<file path="src/sv/sorted_priority_queue_macros.svh">
// Assertion macros for the sorted priority queue.
// Used by the sequencer; relies on clk and rst being in scope at the use site.
`ifndef SORTED_PRIORITY_QUEUE_MACROS_SVH
`define SORTED_PRIORITY_QUEUE_MACROS_SVH

`ifndef SYNTH

// Same-cycle implication.
`define SPQ_ASSERT_IMPL(lbl, ante, cons) \
  lbl: assert property (@(posedge clk) disable iff (rst) (ante) |-> (cons)) \
    else $error("spq assertion failed");

// Next-cycle implication.
`define SPQ_ASSERT_NEXT(lbl, ante, cons) \
  lbl: assert property (@(posedge clk) disable iff (rst) (ante) |=> (cons)) \
    else $error("spq assertion failed");

`else

`define SPQ_ASSERT_IMPL(lbl, ante, cons)
`define SPQ_ASSERT_NEXT(lbl, ante, cons)

`endif

`endif

</file>
<file path="src/sv/spq_pkg.sv">
// Shared types and constants for the sorted priority queue.
// No dependencies; used by every module of the block.
package spq_pkg;

  // Default number of stored entries.
  localparam int SPQ_DEPTH = 8;

  localparam int VALUE_W  = 32;
  localparam int STATUS_W = 2;
  localparam int COUNT_W  = 4;

  // Operation codes carried on the input tuser.
  localparam logic OP_INSERT = 1'b0;
  localparam logic OP_DELETE = 1'b1;

  // Result status codes.
  typedef enum logic [STATUS_W-1:0] {
    STAT_OK        = 2'd0,
    STAT_FULL      = 2'd1,
    STAT_EMPTY     = 2'd2,
    STAT_NOT_FOUND = 2'd3
  } spq_status_t;

  // Sequencer states.
  typedef enum logic [3:0] {
    ST_IDLE,
    ST_INS_RD,
    ST_INS_CMP,
    ST_DEL_RD,
    ST_DEL_CMP,
    ST_SH_RD,
    ST_SH_WR,
    ST_FIN,
    ST_HEAD
  } spq_state_t;

  // Flags from the shared comparator.
  typedef struct packed {
    logic ge;
    logic eq;
  } spq_cmp_t;

endpackage

</file>
<file path="src/sv/sorted_priority_queue.sv">
// Sorted priority queue: up to DEPTH signed values kept in descending order.
//
// Input channel (s_*): s_tuser carries the operation (0 insert, 1 delete first
// equal entry), s_tdata the 32-bit signed value. Each input transaction yields
// exactly one result transaction on the output channel (m_*): m_tuser holds
// the status (ok, full, empty, not found), m_tdata the count after the
// operation and the head (largest value, zero when empty).
// One item is worked on at a time. The sequencer reads one entry at a time
// through the single registered memory read port, with a read state and a
// compare or write state for each entry compared or moved; then ST_FIN reads
// the head and ST_HEAD loads the result. An insert into a full queue and a
// delete from an empty one go straight to ST_FIN. s_tready returns as the
// result is loaded, so the next item can be taken while the result waits.
// A finished result waits in the output register; the block takes the next
// item meanwhile, and stalls only when a second result is ready before the
// first was taken.
// Reset (rst, synchronous) empties the queue and drops any pending result.
// Store contents are not cleared; slots are written before they are read.
// Depends on spq_pkg, spq_seq, spq_ram and spq_cmp.
module sorted_priority_queue
  import spq_pkg::*;
#(
  parameter int DEPTH = SPQ_DEPTH
) (
  input  logic        clk,
  input  logic        rst,
  input  logic        s_tvalid,
  output logic        s_tready,
  input  logic [31:0] s_tdata,   // [31:0] value
  input  logic        s_tuser,   // [0] opcode
  output logic        m_tvalid,
  input  logic        m_tready,
  output logic [39:0] m_tdata,   // [3:0] count, [35:4] head_value, [39:36] zero
  output logic [1:0]  m_tuser    // [1:0] status
);

  localparam int AW = $clog2(DEPTH);

  logic                      rd_en;
  logic [AW-1:0]             rd_addr;
  logic signed [VALUE_W-1:0] rd_data;
  logic                      wr_en;
  logic [AW-1:0]             wr_addr;
  logic signed [VALUE_W-1:0] wr_data;
  logic signed [VALUE_W-1:0] cmp_a;
  logic signed [VALUE_W-1:0] cmp_b;
  spq_cmp_t                  cmp;
  spq_status_t               res_status;
  logic [COUNT_W-1:0]        res_count;
  logic signed [VALUE_W-1:0] res_head;

  // Sequencer and result register.
  spq_seq #(.DEPTH(DEPTH)) u_seq (
    .clk        (clk),
    .rst        (rst),
    .in_valid   (s_tvalid),
    .in_ready   (s_tready),
    .in_op      (s_tuser),
    .in_value   (s_tdata),
    .out_valid  (m_tvalid),
    .out_ready  (m_tready),
    .out_status (res_status),
    .out_count  (res_count),
    .out_head   (res_head),
    .rd_en      (rd_en),
    .rd_addr    (rd_addr),
    .rd_data    (rd_data),
    .wr_en      (wr_en),
    .wr_addr    (wr_addr),
    .wr_data    (wr_data),
    .cmp_a      (cmp_a),
    .cmp_b      (cmp_b),
    .cmp        (cmp)
  );

  // Entry store.
  spq_ram #(.DEPTH(DEPTH)) u_ram (
    .clk     (clk),
    .rd_en   (rd_en),
    .rd_addr (rd_addr),
    .rd_data (rd_data),
    .wr_en   (wr_en),
    .wr_addr (wr_addr),
    .wr_data (wr_data)
  );

  // Shared comparator.
  spq_cmp u_cmp (
    .a     (cmp_a),
    .b     (cmp_b),
    .flags (cmp)
  );

  // Pack the result fields.
  assign m_tuser = res_status;
  assign m_tdata = {4'b0000, res_head, res_count};

endmodule

</file>
<file path="src/sv/spq_ram.sv">
// Entry store of the sorted priority queue: one write and one registered read per cycle.
// Depends on spq_pkg for the value width.
module spq_ram
  import spq_pkg::*;
#(
  parameter int DEPTH = SPQ_DEPTH,
  localparam int AW = $clog2(DEPTH)
) (
  input  logic                      clk,
  input  logic                      rd_en,
  input  logic [AW-1:0]             rd_addr,
  output logic signed [VALUE_W-1:0] rd_data,
  input  logic                      wr_en,
  input  logic [AW-1:0]             wr_addr,
  input  logic signed [VALUE_W-1:0] wr_data
);

  logic signed [VALUE_W-1:0] mem [DEPTH];

  // Write port.
  always_ff @(posedge clk) begin
    if (wr_en) begin
      mem[wr_addr] <= wr_data;
    end
  end

  // Read port; data holds until the next read.
  always_ff @(posedge clk) begin
    if (rd_en) begin
      rd_data <= mem[rd_addr];
    end
  end

endmodule

</file>
<file path="src/sv/spq_cmp.sv">
// Shared signed comparator used for both the insert scan and the delete search.
// Depends on spq_pkg for the value width and the flag struct.
module spq_cmp
  import spq_pkg::*;
(
  input  logic signed [VALUE_W-1:0] a,
  input  logic signed [VALUE_W-1:0] b,
  output spq_cmp_t                  flags
);

  // One magnitude compare and one equality compare.
  always_comb begin
    flags.ge = (a >= b);
    flags.eq = (a == b);
  end

endmodule

</file>
<file path="src/sv/spq_seq.sv">
// Sequencer of the sorted priority queue: walks the store one entry at a time,
// drives the memory ports and holds the result register. Depends on spq_pkg and the macros.
`include "sorted_priority_queue_macros.svh"

module spq_seq
  import spq_pkg::*;
#(
  parameter int DEPTH = SPQ_DEPTH,
  localparam int AW = $clog2(DEPTH),
  localparam int OCC_W = $clog2(DEPTH + 1)
) (
  input  logic                      clk,
  input  logic                      rst,
  // Input transaction.
  input  logic                      in_valid,
  output logic                      in_ready,
  input  logic                      in_op,
  input  logic signed [VALUE_W-1:0] in_value,
  // Result transaction.
  output logic                      out_valid,
  input  logic                      out_ready,
  output spq_status_t               out_status,
  output logic [COUNT_W-1:0]        out_count,
  output logic signed [VALUE_W-1:0] out_head,
  // Memory ports.
  output logic                      rd_en,
  output logic [AW-1:0]             rd_addr,
  input  logic signed [VALUE_W-1:0] rd_data,
  output logic                      wr_en,
  output logic [AW-1:0]             wr_addr,
  output logic signed [VALUE_W-1:0] wr_data,
  // Shared comparator.
  output logic signed [VALUE_W-1:0] cmp_a,
  output logic signed [VALUE_W-1:0] cmp_b,
  input  spq_cmp_t                  cmp
);

  spq_state_t                state, state_next;
  logic [OCC_W-1:0]          occ;
  logic [OCC_W-1:0]          idx;
  logic                      op;
  logic signed [VALUE_W-1:0] val;
  spq_status_t               status;

  logic [OCC_W-1:0]          idx_inc;
  logic [OCC_W-1:0]          idx_dec;
  logic                      occ_full;
  logic                      occ_empty;
  logic                      in_accept;
  logic                      out_free;
  logic [OCC_W+COUNT_W-1:0]  occ_ext;

  assign idx_inc   = idx + 1'b1;
  assign idx_dec   = idx - 1'b1;
  assign occ_full  = (occ == OCC_W'(DEPTH));
  assign occ_empty = (occ == '0);
  assign in_accept = in_valid && in_ready;
  assign out_free  = !out_valid || out_ready;
  assign occ_ext   = {{COUNT_W{1'b0}}, occ};

  // The comparator always sees the operand against the last entry read.
  assign cmp_a = val;
  assign cmp_b = rd_data;

  // Next state.
  always_comb begin
    state_next = state;
    unique case (state)
      ST_IDLE: begin
        if (in_valid) begin
          if (in_op == OP_INSERT) begin
            state_next = occ_full ? ST_FIN : ST_INS_RD;
          end else begin
            state_next = occ_empty ? ST_FIN : ST_DEL_RD;
          end
        end
      end
      ST_INS_RD:  state_next = (idx == '0) ? ST_FIN : ST_INS_CMP;
      ST_INS_CMP: state_next = cmp.ge ? ST_INS_RD : ST_FIN;
      ST_DEL_RD:  state_next = (idx == occ) ? ST_FIN : ST_DEL_CMP;
      ST_DEL_CMP: state_next = cmp.eq ? ST_SH_RD : ST_DEL_RD;
      ST_SH_RD:   state_next = (idx_inc == occ) ? ST_FIN : ST_SH_WR;
      ST_SH_WR:   state_next = ST_SH_RD;
      ST_FIN:     state_next = ST_HEAD;
      ST_HEAD:    state_next = out_free ? ST_IDLE : ST_HEAD;
      default:    state_next = ST_IDLE;
    endcase
  end

  // Memory port controls per state.
  always_comb begin
    in_ready = 1'b0;
    rd_en    = 1'b0;
    rd_addr  = idx[AW-1:0];
    wr_en    = 1'b0;
    wr_addr  = idx[AW-1:0];
    wr_data  = val;
    unique case (state)
      ST_IDLE: begin
        in_ready = 1'b1;
      end
      ST_INS_RD: begin
        // At the head the new value lands in slot zero; else look one slot up.
        if (idx == '0) begin
          wr_en   = 1'b1;
          wr_addr = '0;
        end else begin
          rd_en   = 1'b1;
          rd_addr = idx_dec[AW-1:0];
        end
      end
      ST_INS_CMP: begin
        // Smaller-or-equal entries move back one slot; otherwise the value goes here.
        wr_en   = 1'b1;
        wr_data = cmp.ge ? rd_data : val;
      end
      ST_DEL_RD: begin
        rd_en = (idx != occ);
      end
      ST_SH_RD: begin
        if (idx_inc != occ) begin
          rd_en   = 1'b1;
          rd_addr = idx_inc[AW-1:0];
        end
      end
      ST_SH_WR: begin
        wr_en   = 1'b1;
        wr_data = rd_data;
      end
      ST_FIN: begin
        rd_en   = 1'b1;
        rd_addr = '0;
      end
      ST_DEL_CMP, ST_HEAD: begin
      end
      default: begin
      end
    endcase
  end

  // Control state.
  always_ff @(posedge clk) begin
    if (rst) begin
      state <= ST_IDLE;
      occ   <= '0;
    end else begin
      state <= state_next;
      if ((state == ST_INS_RD && idx == '0) || (state == ST_INS_CMP && !cmp.ge)) begin
        occ <= occ + 1'b1;
      end else if (state == ST_SH_RD && idx_inc == occ) begin
        occ <= occ - 1'b1;
      end
    end
  end

  // Operation registers and scan index.
  always_ff @(posedge clk) begin
    unique case (state)
      ST_IDLE: begin
        if (in_accept) begin
          op  <= in_op;
          val <= in_value;
          if (in_op == OP_INSERT) begin
            idx    <= occ;
            status <= occ_full ? STAT_FULL : STAT_OK;
          end else begin
            idx    <= '0;
            status <= occ_empty ? STAT_EMPTY : STAT_OK;
          end
        end
      end
      ST_INS_CMP: begin
        if (cmp.ge) begin
          idx <= idx_dec;
        end
      end
      ST_DEL_RD: begin
        if (idx == occ) begin
          status <= STAT_NOT_FOUND;
        end
      end
      ST_DEL_CMP: begin
        if (!cmp.eq) begin
          idx <= idx_inc;
        end
      end
      ST_SH_WR: begin
        idx <= idx_inc;
      end
      ST_INS_RD, ST_SH_RD, ST_FIN, ST_HEAD: begin
      end
      default: begin
      end
    endcase
  end

  // Result register: a finished result waits here while the next item is taken.
  always_ff @(posedge clk) begin
    if (rst) begin
      out_valid <= 1'b0;
    end else if (state == ST_HEAD && out_free) begin
      out_valid <= 1'b1;
    end else if (out_ready) begin
      out_valid <= 1'b0;
    end
  end

  always_ff @(posedge clk) begin
    if (state == ST_HEAD && out_free) begin
      out_status <= status;
      out_count  <= occ_ext[COUNT_W-1:0];
      out_head   <= occ_empty ? '0 : rd_data;
    end
  end

  // The fill count never passes the store depth.
  `SPQ_ASSERT_IMPL(a_occ_bound, 1'b1, occ <= OCC_W'(DEPTH))
  // An insert into a full store leaves the count alone.
  `SPQ_ASSERT_NEXT(a_full_hold, in_accept && in_op == OP_INSERT && occ_full, $stable(occ))
  // Writes never land beyond the first free slot.
  `SPQ_ASSERT_IMPL(a_wr_range, wr_en, OCC_W'(wr_addr) <= occ)
  // The operation register does not change while an item is being worked on.
  `SPQ_ASSERT_NEXT(a_op_stable, state != ST_IDLE && state_next != ST_IDLE, $stable(op))

endmodule
</file>
<file path="config.mk">
export PLATFORM = sky130hd
export DESIGN_NAME = sorted_priority_queue
export DESIGN_NICKNAME = d
export VERILOG_FILES = /design/src/sv/spq_pkg.sv /design/src/sv/sorted_priority_queue.sv /design/src/sv/spq_ram.sv /design/src/sv/spq_cmp.sv /design/src/sv/spq_seq.sv
export VERILOG_INCLUDE_DIRS = /design/src /design/src/sv
export SDC_FILE = /design/constraint.sdc
export NUM_CORES = 1
export LEC_CHECK = 0
export ABC_AREA = 1
export BUFFER_PORTS_ARGS = -buffer_cell sky130_fd_sc_hd__buf_2
export CORE_MARGIN = 1.5
export CORE_UTILIZATION = 45
export CTS_CLUSTER_DIAMETER = 30
export DETAILED_ROUTE_END_ITERATION = 10
export HOLD_SLACK_MARGIN = 0.1
export PLACE_DENSITY = 0.72
export SYNTH_ARGS = -nofsm -noshare
export SYNTH_HDL_FRONTEND = slang
export SYNTH_SLANG_ARGS = --single-unit
</file>
<file path="constraint.sdc">
create_clock -name clk -period 4.65 [get_ports clk]
set_input_delay 0.93 -clock clk [delete_from_list [all_inputs] [get_ports clk]]
set_output_delay 0.93 -clock clk [all_outputs]
set_load 0.02 [all_outputs]
</file>
Yosys cells after proc, flatten, opt, wreduce, memory -nomap -nowiden
Memories as Yosys holds them, arrays and structs flattened. A register that Yosys moved wholly into a read port is not among the register bits.
Index checks and enable logic that the tools add are counted.
Widths: inputs -> output; s select.
{"block": "word_totals", "ff_bits": 85, "mem_bits_rw": 256, "word_cells": 95, "n_memories": 1}
{"name": "u_ram.mem", "depth": 8, "width": 32, "rd": 1, "rd_ports_with_merged_regs": 1, "wr": 1, "line_no": "spq_ram.sv:18", "rtl": "logic signed [VALUE_W-1:0] mem [DEPTH];"}
{"block": "op_classes", "n_addsub": 4, "n_lt_le_gt_ge": 1, "n_eq_ne": 19, "muxes": 41, "reduce_logical": 20}
{"op": "$pmux 32 s2", "n": 1}
{"op": "$mux 4", "n": 9}
{"op": "$pmux 4 s9", "n": 1}
{"op": "$eq 32x32->1", "n": 1}
{"op": "$ge 32x32->1", "n": 1}
{"op": "$mux 32", "n": 1}
{"op": "$mux 3", "n": 9}
{"op": "$eq 4x3->1 const B", "n": 4}
{"op": "$pmux 4 s4", "n": 1}
{"op": "$logic_not 4->1", "n": 3}
{"op": "$mux 1", "n": 10}
{"op": "$mux 2", "n": 5}
{"op": "$pmux 3 s3", "n": 1}
{"op": "$add 4x1->4 const B", "n": 2}
{"op": "$eq 4x2->1 const B", "n": 2}
{"op": "$eq 4x4->1", "n": 2}
{"op": "$eq 4x4->1 const B", "n": 2}
{"op": "$ne 4x4->1", "n": 2}
{"op": "$sub 4x1->4 const B", "n": 2}
{"op": "$ne 2x1->1 const B", "n": 3}
{"op": "$reduce_bool 2->1", "n": 3}
{"op": "$logic_and 1x1->1", "n": 5}
{"op": "$eq 4x1->1 const B", "n": 1}
{"op": "$ne 2x2->1 const B", "n": 2}
{"op": "other kinds (10)", "n": 12}

Longest topological paths before layout
{"block": "depth", "word_depth": 5, "mapped_depth": 27, "ltp_nobuf": 27}

Hierarchy
A second synthesis with hierarchy kept.
{"block": "unflattened", "cells_unflattened": 1755, "area_unflattened_um2": 17479.3}
{"module": "spq_ram", "instances": 1, "cells_per_inst": 1156, "area_each_um2": 12192.9, "seq_area_each_um2": 8648.3}
{"module": "spq_seq", "instances": 1, "cells_per_inst": 444, "area_each_um2": 4330.4, "seq_area_each_um2": 2462.4}
{"module": "spq_cmp", "instances": 1, "cells_per_inst": 150, "area_each_um2": 922.1, "seq_area_each_um2": 0.0}
{"module": "sorted_priority_queue", "instances": 1, "cells_per_inst": 5, "area_each_um2": 33.8, "seq_area_each_um2": 0.0}

Worst setup path after synthesis
No wires, ideal clock.
{"block": "synth_path", "path_kind": "reg-to-reg", "startpoint": "reg u_seq.idx[0]", "endpoint": "mem u_ram.mem[0][0], enable pin", "arrival_time_ps": 2826, "t_required_ps": 4229, "setup_slack_ps": 1403, "stages_incl_launch_ff": 8, "path_buffers": 0, "period_less_slack_ps": 3247, "path_cell_list": "edfxtp_1 inv_1 ha_1 nand3_1 ha_1 o21ai_0 nand2_1 nor2_1"}
{"block": "synth_between", "elab_chain_cells": 5}
{"element": "start, declared", "line_no": "spq_seq.sv:40", "rtl": "logic [OCC_W-1:0] idx;"}
{"element": "start signal, assigned", "line_no": "spq_seq.sv:174", "rtl": "idx <= idx_dec;"}
{"element": "start signal, assigned", "line_no": "spq_seq.sv:184", "rtl": "idx <= idx_inc;"}
{"element": "start signal, assigned", "line_no": "spq_seq.sv:188", "rtl": "idx <= idx_inc;"}
{"element": "$logic_not 4->1", "line_no": "spq_seq.sv:104", "rtl": "if (idx == '0) begin"}
{"element": "$mux 1", "line_no": "spq_seq.sv:104"}
{"element": "$pmux 1 s2", "line_no": "spq_seq.sv:98", "rtl": "unique case (state)"}
{"element": "$mux 1", "line_no": "spq_ram.sv:22", "rtl": "if (wr_en) begin"}
{"element": "$mux 1 (implied by the code)", "line_no": "spq_ram.sv:23", "rtl": "mem[wr_addr] <= wr_data;"}
{"element": "end, declared", "line_no": "spq_ram.sv:18"}
Several ways; a longest one is shown, not always the timed one.

Final worst setup path
{"block": "layout_path", "startpoint": "reg u_seq.val[31] (netlist: u_seq.cmp_a[31])", "endpoint": "mem u_ram.mem[3][22] (data pin)"}
{"block": "layout_between", "elab_chain_cells": 3}
{"element": "start, declared", "line_no": "spq_seq.sv:42", "rtl": "logic signed [VALUE_W-1:0] val;"}
{"element": "start signal, assigned", "line_no": "spq_seq.sv:162", "rtl": "val <= in_value;"}
{"element": "$ge 32x32->1", "line_no": "spq_cmp.sv:13", "rtl": "flags.ge = (a >= b);"}
{"element": "$mux 32", "line_no": "spq_seq.sv:115", "rtl": "wr_data = cmp.ge ? rd_data : val;"}
{"element": "$pmux 32 s2", "line_no": "spq_seq.sv:98"}
{"element": "via u_ram.wr_data[22]", "line_no": "spq_ram.sv:15", "rtl": "input logic signed [VALUE_W-1:0] wr_data"}
The timed path passes the listed nets, and every way through them passes these cells.

==> flow_summary.toml <==
[setup_path]
cp_data_required_time_ps = 4920
rr_startpoint = "u_seq.cmp_a[31]$_DFFE_PP_"
r2r-end = "u_ram.mem[3][22]$_DFFE_PP_"
path_class = "reg -> reg"
critPathMaxFanout = 45
r2r_cells = 12
arrival_ps = 4100
start_kind = "flop"
crit_path_end_kind = "flop"
r2r_slack_ps = 820

[clocking]
cts.reportedPaths.clkPinSlew_ps = 50
cts_tree = "yes"
cts.sinks = 373
cts-buffers-inserted = 68
hold_buffers = 0
post_cts_resize_count = 0
clkLatencyLatePin_ps = 560
clockRootBuffer = "clkbuf_16"
cts_setup_buffers = 0
htreeDepth = 3
cts_buffer_depth = 3

[placed_design]
dp_cells = 2039
numPortBuffers = 76
hpwl_microns = 22700
gp_congestion = 0.879

[synthesis]
synth_cell_types = 36
synth-seq-area-share_pct = 67.2
synth_edf_count = 364
synthArstFlopShare_pct = 0
synth_area_per_cell_sq_um = 10.7
synth_flop_cell = "edfxtp_1"
synth-seq-cells = 373
synth_area_sq_um = 16500
yosys_warnings = 0
netlist_instances = 1539

[global_route]
grt_pass1_vias = 11300
grt_pass1_wl_microns = 61900
grt.overflow.total = 0
grt_max_degree = 193
antenna_found_initial = 1
grtUsageTotal_pct = 21.3

[detailed_routing]
num_vias = 11600
drt-vias-per-instance = 5.39
firstDrtPassIters = 5
drt_wl_total_microns = 40200
antenna_left = 0
drc = 0
wl_per_cell_microns = 18.6
drtIter0Drc = 1218

[floorplan]
die_x_microns = 195
ios = 81
start_util_pct = 45.5
rows = 70
die_area_sq_um = 37900
fp.dieH_microns = 195
core-area_sq_um = 36300

[pwr]
combPwrFrac_pct = 37.3
switching_share_pct = 39.0
power_density_nw_per_um2 = 800
leakagePower_nw = 8.09
clkPwrFrac_pct = 30.4
peakVddDrop_v = 0.000646
total_power_mw = 15.7
p_sw_mw = 6.13
p_int_mw = 9.60
power_frac_seq_pct = 32.3

[layout]
most-common-layout-cells = "nand2_1, edfxtp_1, inv_1, a21oi_1, buf_2"
fill_cells = 2931
stdcell_count = 2162
finalNetCount = 1714
area_growth_pct = 19.1
drive_gt1_share_pct = 13.4
final_common_cell = "nand2_1"

[timing]
rsz0062_at_grt = "no"
hold_viol_final = 0
period_share_pct = 82.3
skew_ps = 21.4
slew_headroom_pct = 21.4
min_period_ps = 3830
finalMaxSlewViolations = 0
finalSetupViolations = 0
fmax_mhz = 261
finalSetupTns_ps = 0
max_slew.worst_pin.slew_ps = 1180

[outcome]
status = "complete, no violations"

[min_path]
hold_class = "reg -> reg"
hold_depth = 0
min_from = "u_seq.status[1]$_SDFFCE_PP1P_"
min_to = "u_seq.out_status[1]$_DFFE_PP_"

[run]
maxCapViolCount = 0
-- metal layers --
layer | global-route usage (%) | routed length [microns]
met5 | 0 | 0
met4 | 8.25 | 1140
met1 | 27.3 | 16600
met2 | 35.7 | 19500
met3 | 4.32 | 2980
-- how the worst max path moves through the flow --
stage,cells past startpoint,endpoint,slack [ps],from
2_1_floorplan,7,u_ram.mem[0][0]$_DFFE_PP_,1400,u_seq.idx[0]$_DFFE_PP_
3_3_place_gp,11,u_ram.mem[1][27]$_DFFE_PP_,1100,u_seq.cmp_a[31]$_DFFE_PP_
3_5_place_dp,11,u_ram.mem[7][27]$_DFFE_PP_,950,u_seq.cmp_a[31]$_DFFE_PP_
4_1_cts,12,u_ram.mem[6][27]$_DFFE_PP_,900,u_seq.cmp_a[31]$_DFFE_PP_
5_1_grt,13,u_ram.mem[2][27]$_DFFE_PP_,590,u_ram.rd_data[31]$_DFFE_PP_
6_report,12,u_ram.mem[3][22]$_DFFE_PP_,820,u_seq.cmp_a[31]$_DFFE_PP_
-- cell families (layout without fill, tap and decap cells) --
group | Yosys count | in the layout | synth area share, %
simple gates | 627 | 627 | 14.6
flops | 373 | 373 | 67.2
compound gates | 274 | 274 | 9.12
buf+inv | 219 | 369 | 5.78
fa+ha+maj | 36 | 36 | 2.73
xor+xnor | 9 | 9 | 0.523
other cells | 1 | 6 | 0.0227
-- per-stage QoR --
step	utilization (%)	setup WS (ps)	hold WS, ps	cell area, sq um
2_1_floorplan	-	1400	400	16500
3_3_place_gp	47.9	1100	403	17400
3_5_place_dp	47.9	950	405	17400
4_1_cts	54.1	898	415	19700
5_1_grt	54.1	589	420	19700
6_report	54.1	824	416	19700
-- Yosys cell counts, types with 2 or more instances --
cell type / number / area, sq um
o21a_1: 2 / 15.0
buf_6: 7 / 78.8
nand4_1: 6 / 37.5
nor2_1: 75 / 282
nand3_1: 23 / 115
inv_1: 145 / 544
nand2_1: 518 / 1940
a21oi_1: 117 / 586
buf_4: 12 / 90.1
ha_1: 36 / 450
dfxtp_1: 9 / 180
o211ai_1: 33 / 248
buf_1: 6 / 22.5
o21ai_0: 45 / 225
a211oi_1: 2 / 15.0
clkbuf_1: 18 / 67.6
o221ai_1: 2 / 17.5
buf_2: 28 / 140
inv_2: 3 / 11.3
o21ai_1: 66 / 330
edfxtp_1: 364 / 10900
xor2_1: 8 / 70.1
-- layout make-up --
class                   instances  area [sq um]  share of cell area (%)
repair buffers                100           598                    3.04
clock inverters                41           425                    2.16
flip-flops and latches        373         11100                    56.5
multi-input cells             950          4570                    23.2
diodes                          2          5.00                  0.0254
inverters                     148           556                    2.82
clock buffers                  80          1820                    9.25
well taps                     468           586                    2.98
-- worst max-delay path, stage by stage, from the launching register on --
cell and delay [ps]:
edfxtp_1 410, ha_1 410, nand2_1 100, nor2_1 140, nand2_1 120, nor2_1 260
nand2_1 120, nand3_1 130, nand3_2 720, buf_4 520, a21oi_1 190, o21ai_0 130
o211ai_1 270
-- flip-flops by register name, summed over array words and instances (netlist names) --
| register | flops |
|---|---|
| u_seq.cmp_a | 32 |
| u_seq.out_head | 32 |
| u_seq.out_status | 2 |
| u_ram.mem | 256 |
| u_seq.out_count | 4 |
| u_seq.idx | 4 |
| u_seq.occ | 4 |
| u_seq.status | 2 |
| u_seq.out_valid | 1 |
| u_seq.state | 4 |
| u_ram.rd_data | 32 |
-- power groups by stage --
| stage | clock, mW | combinational (mW) | sequential (mW) |
|---|---|---|---|
| after floorplan | 0 | 4.21 | 5.07 |
| after global placement | 0 | 5.57 | 5.11 |
| after detailed placement | 0 | 5.74 | 5.13 |
| after CTS | 4.83 | 5.83 | 5.08 |
| after global routing | 4.99 | 6.54 | 5.13 |
| final | 4.78 | 5.87 | 5.08 |
(Power assumes the default switching activity.)
